--- config.mk ---
export PLATFORM = sky130hd
export DESIGN_NAME = cbc_mac_feistel16_top
export DESIGN_NICKNAME = d
export VERILOG_FILES = /design/src/sv/cmf_pkg.sv /design/src/sv/cbc_mac_feistel16_top.sv /design/src/sv/cmf_round.sv /design/src/sv/cmf_cipher.sv
export VERILOG_INCLUDE_DIRS = /design/src /design/src/sv
export SDC_FILE = /design/constraint.sdc
export NUM_CORES = 1
export LEC_CHECK = 0
export ABC_AREA = 1
export BUFFER_PORTS_ARGS = -buffer_cell sky130_fd_sc_hd__clkbuf_2
export CAP_MARGIN = 30
export CORE_MARGIN = 4
export CORE_UTILIZATION = 25
export CTS_CLUSTER_DIAMETER = 30
export DETAILED_ROUTE_END_ITERATION = 8
export HOLD_SLACK_MARGIN = 0.02
export PLACE_DENSITY = 0.44
export SLEW_MARGIN = 40
export SYNTH_ARGS = -nofsm -noshare
export SYNTH_HDL_FRONTEND = slang
export SYNTH_SLANG_ARGS = --single-unit
--- constraint.sdc ---
create_clock -name clk -period 11.65 [get_ports clk]
set_input_delay 1.165 -clock clk [delete_from_list [all_inputs] [get_ports clk]]
set_output_delay 1.165 -clock clk [all_outputs]
set_load 0.005 [all_outputs]
--- src/sv/cbc_mac_feistel16_top_defines.svh ---
// ----------------------------------------------------------------------------
// CBC-MAC Feistel16 assertion macros
// Shared concurrent assertion forms, sampled on clk, off while rst_n is low.
// ----------------------------------------------------------------------------
`ifndef CBC_MAC_FEISTEL16_TOP_DEFINES_SVH
`define CBC_MAC_FEISTEL16_TOP_DEFINES_SVH

// same-cycle implication
`define CMF_ASSERT_NOW(label, ante, cons, msg) \
  label: assert property (@(posedge clk) disable iff (!rst_n) (ante) |-> (cons)) \
    else $error(msg);

// next-cycle implication
`define CMF_ASSERT_NEXT(label, ante, cons, msg) \
  label: assert property (@(posedge clk) disable iff (!rst_n) (ante) |=> (cons)) \
    else $error(msg);

`endif

--- src/sv/cmf_pkg.sv ---
// ----------------------------------------------------------------------------
// CBC-MAC Feistel16 package
// Register indexes, round count reset value, config bundle type and the 4-bit S-box.
// ----------------------------------------------------------------------------
`timescale 1ns / 1ps

package cmf_pkg;

  localparam int KEY_REGS = 4;

  localparam logic [2:0] CFG_ROUND_COUNT = 3'd0;
  localparam logic [2:0] CFG_ROUND_KEY_0 = 3'd1;
  localparam logic [2:0] CFG_ROUND_KEY_1 = 3'd2;
  localparam logic [2:0] CFG_ROUND_KEY_2 = 3'd3;
  localparam logic [2:0] CFG_ROUND_KEY_3 = 3'd4;

  localparam logic [2:0] ROUND_COUNT_RESET = 3'd4;

  localparam logic [3:0] SBOX [16] = '{
    4'hE, 4'h4, 4'hD, 4'h1, 4'h2, 4'hF, 4'hB, 4'h8,
    4'h3, 4'hA, 4'h6, 4'hC, 4'h5, 4'h9, 4'h0, 4'h7
  };

  typedef logic [7:0] byte_t;

  typedef struct packed {
    logic [2:0]                  round_count;
    logic [KEY_REGS-1:0][7:0]    round_key;
  } cmf_cfg_t;

  function automatic logic [3:0] sbox4(input logic [3:0] x);
    return SBOX[x];
  endfunction

endpackage

--- src/sv/cbc_mac_feistel16_top.sv ---
// From input request accept to out_tvalid of its tag, a block passes the input
// register, then the tag register.
// Throughput: one block per cycle unless a last block is held by a waiting tag;
// the chaining value is encrypted combinationally by the unrolled round chain.
// A tag waiting at the output stalls only a last block behind it.
// Reset (rst_n low, synchronous): empties both stages, clears the chaining
// value, and sets round_count to 4 and all round keys to 0.
// ----------------------------------------------------------------------------
// CBC-MAC Feistel16 top
// Input register, combinational chained Feistel encrypt, tag output register.
// ----------------------------------------------------------------------------
`timescale 1ns / 1ps
`include "cbc_mac_feistel16_top_defines.svh"

module cbc_mac_feistel16_top #(
  parameter int MAX_ROUNDS = 4
) (
  input  logic        clk,
  input  logic        rst_n,
  input  logic        in_tvalid,
  output logic        in_tready,
  input  logic [15:0] in_tdata,   // [15:0] message_block
  input  logic        in_tlast,   // last_block
  output logic        out_tvalid,
  input  logic        out_tready,
  output logic [15:0] out_tdata,  // [15:0] mac_tag
  input  logic        cfg_valid,
  output logic        cfg_ready,
  input  logic [2:0]  cfg_index,
  input  logic [7:0]  cfg_data
);

  cmf_pkg::cmf_cfg_t cfg_r;
  logic        in_valid_r;
  logic [15:0] blk_r;
  logic        last_r;
  logic [15:0] chain_r;
  logic [15:0] chain_nxt;
  logic        out_valid_r;
  logic [15:0] tag_r;
  logic        fire;
  logic [15:0] enc;

  assign cfg_ready = 1'b1;

  always_ff @(posedge clk) begin
    if (!rst_n) begin
      cfg_r.round_count <= cmf_pkg::ROUND_COUNT_RESET;
      cfg_r.round_key   <= '0;
    end else if (cfg_valid && cfg_ready) begin
      case (cfg_index)
        cmf_pkg::CFG_ROUND_COUNT: cfg_r.round_count  <= cfg_data[2:0];
        cmf_pkg::CFG_ROUND_KEY_0: cfg_r.round_key[0] <= cfg_data;
        cmf_pkg::CFG_ROUND_KEY_1: cfg_r.round_key[1] <= cfg_data;
        cmf_pkg::CFG_ROUND_KEY_2: cfg_r.round_key[2] <= cfg_data;
        cmf_pkg::CFG_ROUND_KEY_3: cfg_r.round_key[3] <= cfg_data;
        default: ;
      endcase
    end
  end

  // a last block needs a free output slot
  assign fire      = in_valid_r && (!last_r || !out_valid_r || out_tready);
  assign in_tready = !in_valid_r || fire;

  always_ff @(posedge clk) begin
    if (!rst_n) begin
      in_valid_r <= 1'b0;
    end else if (in_tready) begin
      in_valid_r <= in_tvalid;
    end
  end

  always_ff @(posedge clk) begin
    if (in_tvalid && in_tready) begin
      blk_r  <= in_tdata;
      last_r <= in_tlast;
    end
  end

  cmf_cipher #(
    .MAX_ROUNDS (MAX_ROUNDS)
  ) u_cipher (
    .cfg  (cfg_r),
    .din  (chain_r ^ blk_r),
    .dout (enc)
  );

  always_comb begin
    chain_nxt = chain_r;
    if (fire) begin
      chain_nxt = last_r ? 16'h0000 : enc;
    end
  end

  always_ff @(posedge clk) begin
    if (!rst_n) begin
      chain_r <= '0;
    end else begin
      chain_r <= chain_nxt;
    end
  end

  always_ff @(posedge clk) begin
    if (!rst_n) begin
      out_valid_r <= 1'b0;
    end else if (fire && last_r) begin
      out_valid_r <= 1'b1;
    end else if (out_tready) begin
      out_valid_r <= 1'b0;
    end
  end

  always_ff @(posedge clk) begin
    if (fire && last_r) begin
      tag_r <= enc;
    end
  end

  assign out_tvalid = out_valid_r;
  assign out_tdata  = tag_r;

  `CMF_ASSERT_NOW(a_ready_when_out_free, !out_valid_r, in_tready,
                  "input stalled with free output")
  `CMF_ASSERT_NEXT(a_chain_cleared, fire && last_r, chain_r == 16'h0000,
                   "chain not cleared after tag")
  `CMF_ASSERT_NEXT(a_hold_stalled, in_valid_r && !fire,
                   in_valid_r && $stable(blk_r) && $stable(last_r), "stalled block lost")
  `CMF_ASSERT_NEXT(a_zero_rounds, fire && !last_r && cfg_r.round_count == 3'd0,
                   chain_r == $past(chain_r ^ blk_r), "zero rounds not pass-through")

endmodule

--- src/sv/cmf_round.sv ---
// ----------------------------------------------------------------------------
// CBC-MAC Feistel16 round
// One Feistel round on 8-bit halves; passes the halves through when disabled.
// ----------------------------------------------------------------------------
`timescale 1ns / 1ps

module cmf_round (
  input  logic          en,
  input  cmf_pkg::byte_t key,
  input  cmf_pkg::byte_t l_in,
  input  cmf_pkg::byte_t r_in,
  output cmf_pkg::byte_t l_out,
  output cmf_pkg::byte_t r_out
);

  cmf_pkg::byte_t x;
  cmf_pkg::byte_t f;

  assign x = r_in ^ key;
  assign f = {cmf_pkg::sbox4(x[7:4]), cmf_pkg::sbox4(x[3:0])};

  assign l_out = en ? r_in : l_in;
  assign r_out = en ? (l_in ^ f) : r_in;

endmodule

--- src/sv/cmf_cipher.sv ---
// ----------------------------------------------------------------------------
// CBC-MAC Feistel16 cipher
// Chain of Feistel rounds; rounds past the saturated round count pass through.
// ----------------------------------------------------------------------------
`timescale 1ns / 1ps

module cmf_cipher #(
  parameter int MAX_ROUNDS = 4
) (
  input  cmf_pkg::cmf_cfg_t cfg,
  input  logic [15:0]       din,
  output logic [15:0]       dout
);

  logic [2:0] n_rounds;
  cmf_pkg::byte_t l_w [MAX_ROUNDS+1];
  cmf_pkg::byte_t r_w [MAX_ROUNDS+1];

  always_comb begin
    if (cfg.round_count > 3'(MAX_ROUNDS)) begin
      n_rounds = 3'(MAX_ROUNDS);
    end else begin
      n_rounds = cfg.round_count;
    end
  end

  assign l_w[0] = din[15:8];
  assign r_w[0] = din[7:0];

  for (genvar i = 0; i < MAX_ROUNDS; i++) begin : g_round
    cmf_round u_round (
      .en    (3'(i) < n_rounds),
      .key   (cfg.round_key[i % cmf_pkg::KEY_REGS]),
      .l_in  (l_w[i]),
      .r_in  (r_w[i]),
      .l_out (l_w[i+1]),
      .r_out (r_w[i+1])
    );
  end

  assign dout = {l_w[MAX_ROUNDS], r_w[MAX_ROUNDS]};

endmodule

==> impl_results.md, run 1 <==
* Outcome: complete, no violations
* H-tree levels at 3
* Drt wl/cell at 14.77 um
* Max incr delay on CP at 0.48 ns
* Commonest non-fill, non-tap cell in the layout: nand2_1
* Total Power at 2.918 mW
* TNS Setup at 0 ns
* Most common cell on crit path: nand2_1
* Clock buffer depth at 2
* Clock Sinks at 86
* Setup-failing EPs final at 0
* Critical-path top delay cell: nor2_4
* CP top delay family: simple AND/OR/NAND/NOR gates
* Syn Area/Cell at 6.386 um^2
* 1st-iter DRT viols at 361
* Detail Route Antenna Nets at 0
* Share of cells above drive strength 1 at 18.57%
* FP Rows at 61
* Crit start category: flop
* R2r setup slk at 6.35 ns
* GR Overflow Total at 0
* Antenna diode count at 0
* Layout Skew at 0.006003 ns
* Crit path buf inv count at 7
* Ys Warns at 0
* Initial core utilization at 25.51%
* Synthesized instance count at 1119
* Cts bufs inserted at 9
* CTS clk-pin slew, worst paths at 0.07 ns
* Final layout net count at 1205
* Number of placed I/O pins at 52
* Synth unique cells at 41
* Die height at 177.1 um
* Min-Delay Startpoint: cfg_r[3]
* Leak at 3.811 nW
* Count of pins over their slew limit at 0
* Total GRT Usage at 14.74%
* Hold/Removal Path Class: flop to flop
* Post-cts gate resize count at 0
* CP required at 11.77 ns
* Power per cell area at 362.5 mW/mm^2
* Crit Path Category: flop to flop
* CTS tree: built
* CP Capture Type: flop
* CTS root buffer: clkbuf_16
* Die ar. at 0.03135 mm^2
* Hold Crit Depth at 2
* DPL Wire Length at 18.44 mm
* Max-slew headroom at 46.58%
* Vias at 7076
* FMAX at 0.1887 GHz
* Finished Core Util at 28.74%
* Top cells by area, synth: nand2_1 20%, dfxtp_1 15%, edfxtp_1 14%, nand3_1 13%, nand2_2 6.6%
* Synth top area share at 20.28%
* Vias in the first global route at 6554
* Drt total wl at 22.76 mm
* Largest net degree at the start of global routing at 38
* Final WS setup at 6.350 ns
* I/O Buffers at 50
* CP max FO at 26
* Least-Margin Pin Slew at 0.7928 ns
* Reg2reg start: cfg_r[34]
* Gp weighted congestion at 0.9040
* DP Worst Slack at 6.368 ns
* Final Hold Violating Endpoints at 0
* Hold buffer count at CTS at 0
* First-pass GRT wire length at 35.80 mm
* Period utilisation layout at 45.50%
* Largest area contributor in the netlist: nand2_1
* FFs w/ async S/R, synth at 0%
* DRC at 0
* RSZ-0062 raised after global routing: false
* Worst Path Arrival at 5.42 ns
* Syn Nets at 1166
* Terminus of the critical flop-to-flop path: out_tdata[4]
* Vias/cell at 4.592
* Most frequent cells in the layout: 386 x nand2_1, 183 x nand3_1, 110 x inv_1
* Mapped Area at 0.007146 mm^2
* Top FF cell, synth: dfxtp_1
* Die width at 177.1 um
* Worst-Skew Late Latency at 0.36 ns
* Postcts setup bufs at 0
* CORE AREA at 0.02801 mm^2
* Worst hold slack at 0.4651 ns
* Minimum clock period at 5.300 ns
* Seq/Total Area, Yosys at 28.72%
* Post-synthesis register bit count at 86
* Peak VDD IR at 0.0001190 V
* Synth-to-layout area growth at 12.68%
* MaxCap Viol Count at 0
* DRT Pass-1 Iters at 5
* WHS Endpoint: cfg_r[3]
* Post-synth EDFFs at 33
* R2R cell count at 38
* Antenna violations before repair at 0
-- power by group --
group	internal [mW]	switching, mW	total [mW]
clock network	0.170	0.145	0.315
registers	0.403	0.0373	0.440
logic	0.729	1.43	2.16
-- worst reg2reg max path, delay by kind of cell (launching register included) --
family / cells / cell delay, ns
buffers and inverters: 7 / 0.85
DFF: 1 / 0.30
adders and majority gates: 3 / 0.73
and+or+nand+nor: 28 / 3.19
-- area by class of cell --
| class | count | area (um^2) |
|---|---|---|
| fill | 3105 | 19960 |
| multi-input combinational | 877 | 4447 |
| sequential | 86 | 2052 |
| inverter | 131 | 501.7 |
| tap | 378 | 473.0 |
| timing repair buffer | 53 | 272.8 |
| clock buffer | 9 | 225.2 |
| clock inverter | 7 | 80.08 |
-- synth_stat cells, types with 2 or more instances --
| master | instances |
|---|---|
| inv_4 | 2 |
| nor2_2 | 2 |
| nand2_1 | 386 |
| xor2_1 | 4 |
| inv_1 | 110 |
| buf_6 | 3 |
| nand4_1 | 2 |
| dfxtp_1 | 53 |
| nand3b_1 | 3 |
| xnor2_1 | 4 |
| nand2_2 | 75 |
| a21oi_1 | 55 |
| nand3_2 | 35 |
| o21ai_1 | 4 |
| clkinv_1 | 3 |
| edfxtp_1 | 33 |
| o211ai_1 | 2 |
| inv_2 | 15 |
| nand2_4 | 11 |
| clkbuf_1 | 10 |
| and2_1 | 7 |
| nand3_1 | 183 |
| nor2_1 | 14 |
| ha_1 | 14 |
| o21ai_0 | 64 |
| buf_2 | 7 |
| o21a_1 | 2 |
| buf_4 | 3 |
-- how the worst max path moves through the flow --
stage / startpoint / end / cells past startpoint / slack [ns]
after global placement: cfg_r[34] / out_tdata[6] / 38 / 6.47
final: cfg_r[34] / out_tdata[4] / 38 / 6.35
after detailed placement: cfg_r[34] / out_tdata[4] / 38 / 6.37
after CTS: cfg_r[34] / out_tdata[4] / 38 / 6.36
after global routing: cfg_r[34] / out_tdata[4] / 38 / 5.83
after floorplan: blk_r[5] / out_tdata[4] / 42 / 7.30
-- per-stage QoR --
stage / std cells / area, um^2
finish: 1541 / 8051
global route: 1541 / 8051
CTS: 1541 / 8051
detailed placement: 1525 / 7746
global placement: 1525 / 7746
floorplan: 1119 / 7146
-- sequential cells by signal, summed over array words and instances (netlist names) --
name	flops
blk_r	16
cfg_r	35
chain_r	16
in_valid_r	1
last_r	1
out_tdata	16
out_tvalid	1
-- cells by family (layout without fill, tap and decap cells) --
family,count (synthesis),in the layout,synth area share (%)
other cells,1,1,0.05248
buf+inv,156,200,9.053
flops,86,86,28.72
fa+ha+maj,14,14,2.451
simple gates,723,723,49.22
compound gates,131,131,9.525
xor+xnor,8,8,0.9805
-- layer usage --
metal,share of wire [%],global-route usage [%],wire (um),vias up
li1,-,-,-,3717
met1,48,20.17,10930,3199
met2,46,24.66,10540,133
met3,3.4,1.453,784,27
met4,2.2,4.320,497,0
met5,0,0,0,-
Note: power is estimated with default switching activity, not from simulation.
==> run 2, diff against run 1 <==
- PLACE_DENSITY: 0.44 -> 0.45
- clock period: 11.65 -> 4.34 ns (I/O delays scaled with it)
==> run 2 against run 1 <==
Effect of this change:
- the run now ends with negative setup slack left
- sequential share of layout area is 5.2 points lower
- via count is 9.2% higher
- clock-buffer cell count is 1 higher
- non-clock buffer count is 152 higher
==> impl_results.md, run 2 (same netlist as run 1, synthesis figures left out) <==
* Outcome: complete, but fails checks
* Violated checks: negative setup slack
* Clock Sinks at 86
* Least-Margin Pin Slew at 0.7463 ns
* DRT Pass-1 Iters at 5
* DRC at 0
* Die height at 177.1 um
* Final layout net count at 1357
* Worst Path Arrival at 4.64 ns
* R2R cell count at 44
* CP required at 4.46 ns
* Clock buffer depth at 2
* CTS clk-pin slew, worst paths at 0.08 ns
* DPL Wire Length at 19.02 mm
* Antenna diode count at 0
* Die ar. at 0.03135 mm^2
* M1 wire length at 11.87 mm
* CTS root buffer: clkbuf_16
* Setup-failing EPs final at 15
* Hold Crit Depth at 1
* FMAX at 0.2211 GHz
* Min-Delay Startpoint: in_tdata[1]
* Cts bufs inserted at 9
* Share of cells above drive strength 1 at 41.90%
* Vias in the first global route at 7187
* CP Capture Type: flop
* CORE AREA at 0.02801 mm^2
* First-pass GRT wire length at 38.56 mm
* Fillcell total at 3007
* Crit start category: flop
* CP max FO at 5
* Detail Route Antenna Nets at 0
* Antenna violations before repair at 1
* Total GRT Usage at 15.76%
* Number of placed I/O pins at 52
* Commonest non-fill, non-tap cell in the layout: nand2_1
* Drt wl/cell at 14.70 um
* 1st-iter DRT viols at 368
* Vias at 7726
* Most common cell on crit path: nand2_2
* Post-route cell area at 0.01014 mm^2
* Die width at 177.1 um
* Most frequent cells in the layout: 315 x nand2_1, 146 x buf_4, 130 x nand2_2
* Reg2reg start: blk_r[4]
* Terminus of the critical flop-to-flop path: out_tdata[6]
* Drt total wl at 24.88 mm
* Synth-to-layout area growth at 41.90%
* RSZ-0062 raised after global routing: true
* Critical-path top delay cell: edfxtp_1
* Placed Area at 0.008682 mm^2
* Crit Path Category: flop to flop
* Count of pins over their slew limit at 0
* Hold/Removal Path Class: primary input to flop
* Final WS setup at -0.1831 ns
* Largest reg by FF count: cfg_r
* GR Overflow Total at 0
* Layout Skew at 0.01143 ns
* CTS tree: built
* H-tree levels at 3
* MaxCap Viol Count at 0
* Final Hold Violating Endpoints at 0
* Largest net degree at the start of global routing at 38
* FP Rows at 61
* Minimum clock period at 4.523 ns
* Max incr delay on CP at 0.46 ns
* Wire length on met2 at 11.55 mm
* DP Worst Slack at -0.3878 ns
* Vias/cell at 4.563
* Gp weighted congestion at 0.8867
* Finished Core Util at 36.20%
* Max reg flops at 35
* Met3 WL at 751 um
* Top layer reached by signal wires: met4
* WHS Endpoint: blk_r[1]
* Max-slew headroom at 50.11%
* R2r setup slk at -0.18 ns
* I/O Buffers at 50
* Initial core utilization at 25.51%
* Period utilisation layout at 104.2%
* Worst-Skew Late Latency at 0.36 ns
-- run 2: cell count changes in the layout (fill, tap and decap cells not counted), moves of 11 or more --
cell | before | now
nand3_4 | 1 | 12
nand3_1 | 183 | 122
ha_1 | 14 | 1
a21oi_1 | 55 | 44
nand2_1 | 386 | 315
ha_4 | 0 | 13
nand3_2 | 35 | 85
inv_1 | 110 | 94
nand2_4 | 11 | 27
nand2_2 | 75 | 130
inv_2 | 15 | 27
buf_4 | 3 | 146
-- run 2: cell type report --
type	count	area [um^2]	area share [%]
multi-input cells	877	5325	52.52
clock inverters	6	52.55	0.5183
well taps	378	473.0	4.664
flip-flops and latches	86	2056	20.27
clock buffers	10	239.0	2.357
repair buffers	205	1483	14.62
inverters	131	511.7	5.047
-- run 2: worst max-delay path, delay by kind of cell, from the launching register on --
| kind | cells | cell delay [ns] |
|---|---|---|
| adders and majority gates | 4 | 0.89 |
| buffers and inverters | 5 | 0.29 |
| DFF | 1 | 0.46 |
| and+or+nand+nor | 35 | 2.66 |
-- run 2: routing by layer --
layer / up-vias / track usage (%)
met3: 33 / 1.624
met4: 0 / 3.965
met5: - / 0
li1: 4019 / -
met1: 3539 / 21.85
met2: 135 / 26.33
-- run 2: worst max path at each step --
stage,from,end,slack (ns)
finish,blk_r[4],out_tdata[6],-0.18
floorplan,blk_r[5],out_tdata[4],-0.008
detailed placement,blk_r[5],out_tdata[6],-0.39
global route,blk_r[1],out_tdata[0],-0.53
global placement,blk_r[5],out_tdata[6],-0.31
CTS,blk_r[4],out_tdata[6],-0.21
-- run 2: per-stage QoR --
stage               std cells  hold WS, ns  setup TNS, ns
global placement         1643       0.4526         -3.145
global route             1693       0.2395         -9.247
floorplan                1119       0.4321      -0.008312
detailed placement       1643       0.4572         -3.821
CTS                      1682       0.2339         -2.202
finish                   1693       0.2472         -1.826
-- run 2: timing repair --
action / 4_1_cts / 5_1_grt
hold buffers: 0 / 0
setup endpoints to repair: 16 / 31
pin swaps: 58 / 100
endpoints found under the hold margin: 0 / 0
resized for setup: 89 / 138
setup buffers: 23 / 12
cloned: 0 / 0
Power of run 2 is not shown: default switching activity piles up to over one toggle a cycle in this logic, so the estimate is an artifact.
==> run 3, diff against run 2 <==
- PLACE_DENSITY: 0.45 -> default
==> run 3 against run 2 <==
Effect of this change:
- the run still ends with negative setup slack left
- cell area is 2.5% lower
- register-to-register slack worse by 0.11 ns
- clock-buffer cell count did not move
- routed wire length is 5.9% lower
- global-route usage down 1.3 points
- setup slack got worse by 0.11 ns
- critical path depth decreased by 2
==> impl_results.md, run 3 (same netlist as run 1, synthesis figures left out) <==
* Antenna diode count at 0
* Minimum clock period at 4.632 ns
* Fillcell total at 2929
* Outcome: complete, but fails checks
* Share of cells above drive strength 1 at 40.40%
* Commonest non-fill, non-tap cell in the layout: nand2_1
* DPL Wire Length at 17.06 mm
* Final layout net count at 1334
* Vias at 7867
* Max reg flops at 35
* Max incr delay on CP at 0.42 ns
* Die ar. at 0.03135 mm^2
* CP required at 4.46 ns
* Worst Path Arrival at 4.75 ns
* Total GRT Usage at 14.43%
* Synth-to-layout area growth at 38.40%
* Final WS setup at -0.2918 ns
* CTS root buffer: clkbuf_16
* Largest net degree at the start of global routing at 38
* Non-Filler Instances at 1670
* CORE AREA at 0.02801 mm^2
* Hold/Removal Path Class: primary input to flop
* CP max FO at 4
* First-pass GRT wire length at 36.38 mm
* Die height at 177.1 um
* Worst-Skew Late Latency at 0.36 ns
* MaxCap Viol Count at 0
* DRT Pass-1 Iters at 5
* Die width at 177.1 um
* Crit Path Category: flop to flop
* Clock buffer depth at 2
* Number of placed I/O pins at 52
* 1st-iter DRT viols at 638
* Initial core utilization at 25.51%
* Met2 Track Usage GR at 24.36%
* Count of pins over their slew limit at 0
* Drt total wl at 23.41 mm
* Critical-path top delay cell: edfxtp_1
* FP Rows at 61
* Final Hold Violating Endpoints at 0
* Vias in the first global route at 7269
* I/O Buffers at 50
* DRC at 0
* Largest reg by FF count: cfg_r
* Drt wl/cell at 14.02 um
* Busiest grt layer: met2
* Clock Sinks at 86
* Most common cell on crit path: nand2_2
* Gp weighted congestion at 0.8769
* H-tree levels at 3
* Layout Skew at 0.01335 ns
* Least-Margin Pin Slew at 0.7969 ns
* Cts bufs inserted at 9
* Hold Crit Depth at 1
* CP Capture Type: flop
* Violated checks: negative setup slack
* Period utilisation layout at 106.7%
* CTS clk-pin slew, worst paths at 0.08 ns
* FMAX at 0.2159 GHz
* CTS tree: built
* GR Overflow Total at 0
* Vias/cell at 4.711
* Crit start category: flop
* Setup-failing EPs final at 18
* Hold buffer count at CTS at 0
* Antenna violations before repair at 0
* RSZ-0062 raised after global routing: true
* GR met3 Demand/Resource at 1.816%
* Detail Route Antenna Nets at 0
* Most frequent cells in the layout: 321 x nand2_1, 126 x buf_4, 125 x nand2_2, 125 x nand3_1, 95 x inv_1
* Met1 Usage GRT at 18.89%
* R2R cell count at 42
* Placed instance count at 1603
* Max-slew headroom at 46.73%
-- run 3: cell types whose count changed in the layout (fill, tap and decap cells not counted), moves of 2 or more --
cell	before	now
nand2_2	130	125
nand3_4	12	8
and2_1	2	0
o21ai_0	64	61
nand3_1	122	125
nand2_4	27	25
nor2_2	4	2
o21ai_1	3	5
buf_4	146	126
and2_4	5	7
nand2_1	315	321
a21oi_2	11	13
buf_12	4	1
-- run 3: final timing paths --
check	from	to	slack, ns
max	blk_r[4]	out_tdata[4]	-0.29
min	in_tdata[15]	blk_r[15]	0.24
max reg2reg	blk_r[4]	out_tdata[4]	-0.29
min reg2reg	cfg_r[3]	cfg_r[3]	0.46
-- run 3: timing repair --
action                                  4_1_cts  5_1_grt
endpoints found under the setup margin       15       27
pin swaps                                    57       88
setup buffers                                40       14
gates resized for setup                      91      128
-- run 3: per-layer routing --
metal,vias to the layer above,routed length [um]
li1,3968,-
met1,3659,10210
met2,194,11360
met3,46,1044
met4,0,798
met5,-,0
-- run 3: final cells by class --
class / instances / area, um^2 / share of cell area, %
inverter: 131 / 509.2 / 5.149
tap: 378 / 473.0 / 4.782
clock buffer: 10 / 239.0 / 2.416
timing repair buffer: 182 / 1272 / 12.87
clock inverter: 6 / 52.55 / 0.5314
sequential: 86 / 2059 / 20.82
multi-input combinational: 877 / 5284 / 53.43
-- run 3: worst max-delay path: cells and delay by family (launching register included) --
family,cells,cell delay (ns)
compound gates,1,0.17
flops,1,0.42
buf+inv,5,0.40
simple gates,33,2.75
fa+ha+maj,3,0.65
-- run 3: per-stage QoR --
stage	utilization, %	setup WS (ns)	area (um^2)	hold slack, ns	setup TNS, ns
CTS	33.20	-0.1650	9299	0.2309	-1.584
detailed placement	29.79	-0.4437	8344	0.4550	-3.707
global route	35.31	-0.5714	9889	0.2376	-10.13
global placement	29.79	-0.3037	8344	0.4481	-2.034
floorplan	-	-0.008312	7146	0.4321	-0.008312
finish	35.31	-0.2918	9889	0.2407	-3.002
Power of run 3 is left out for the same reason.
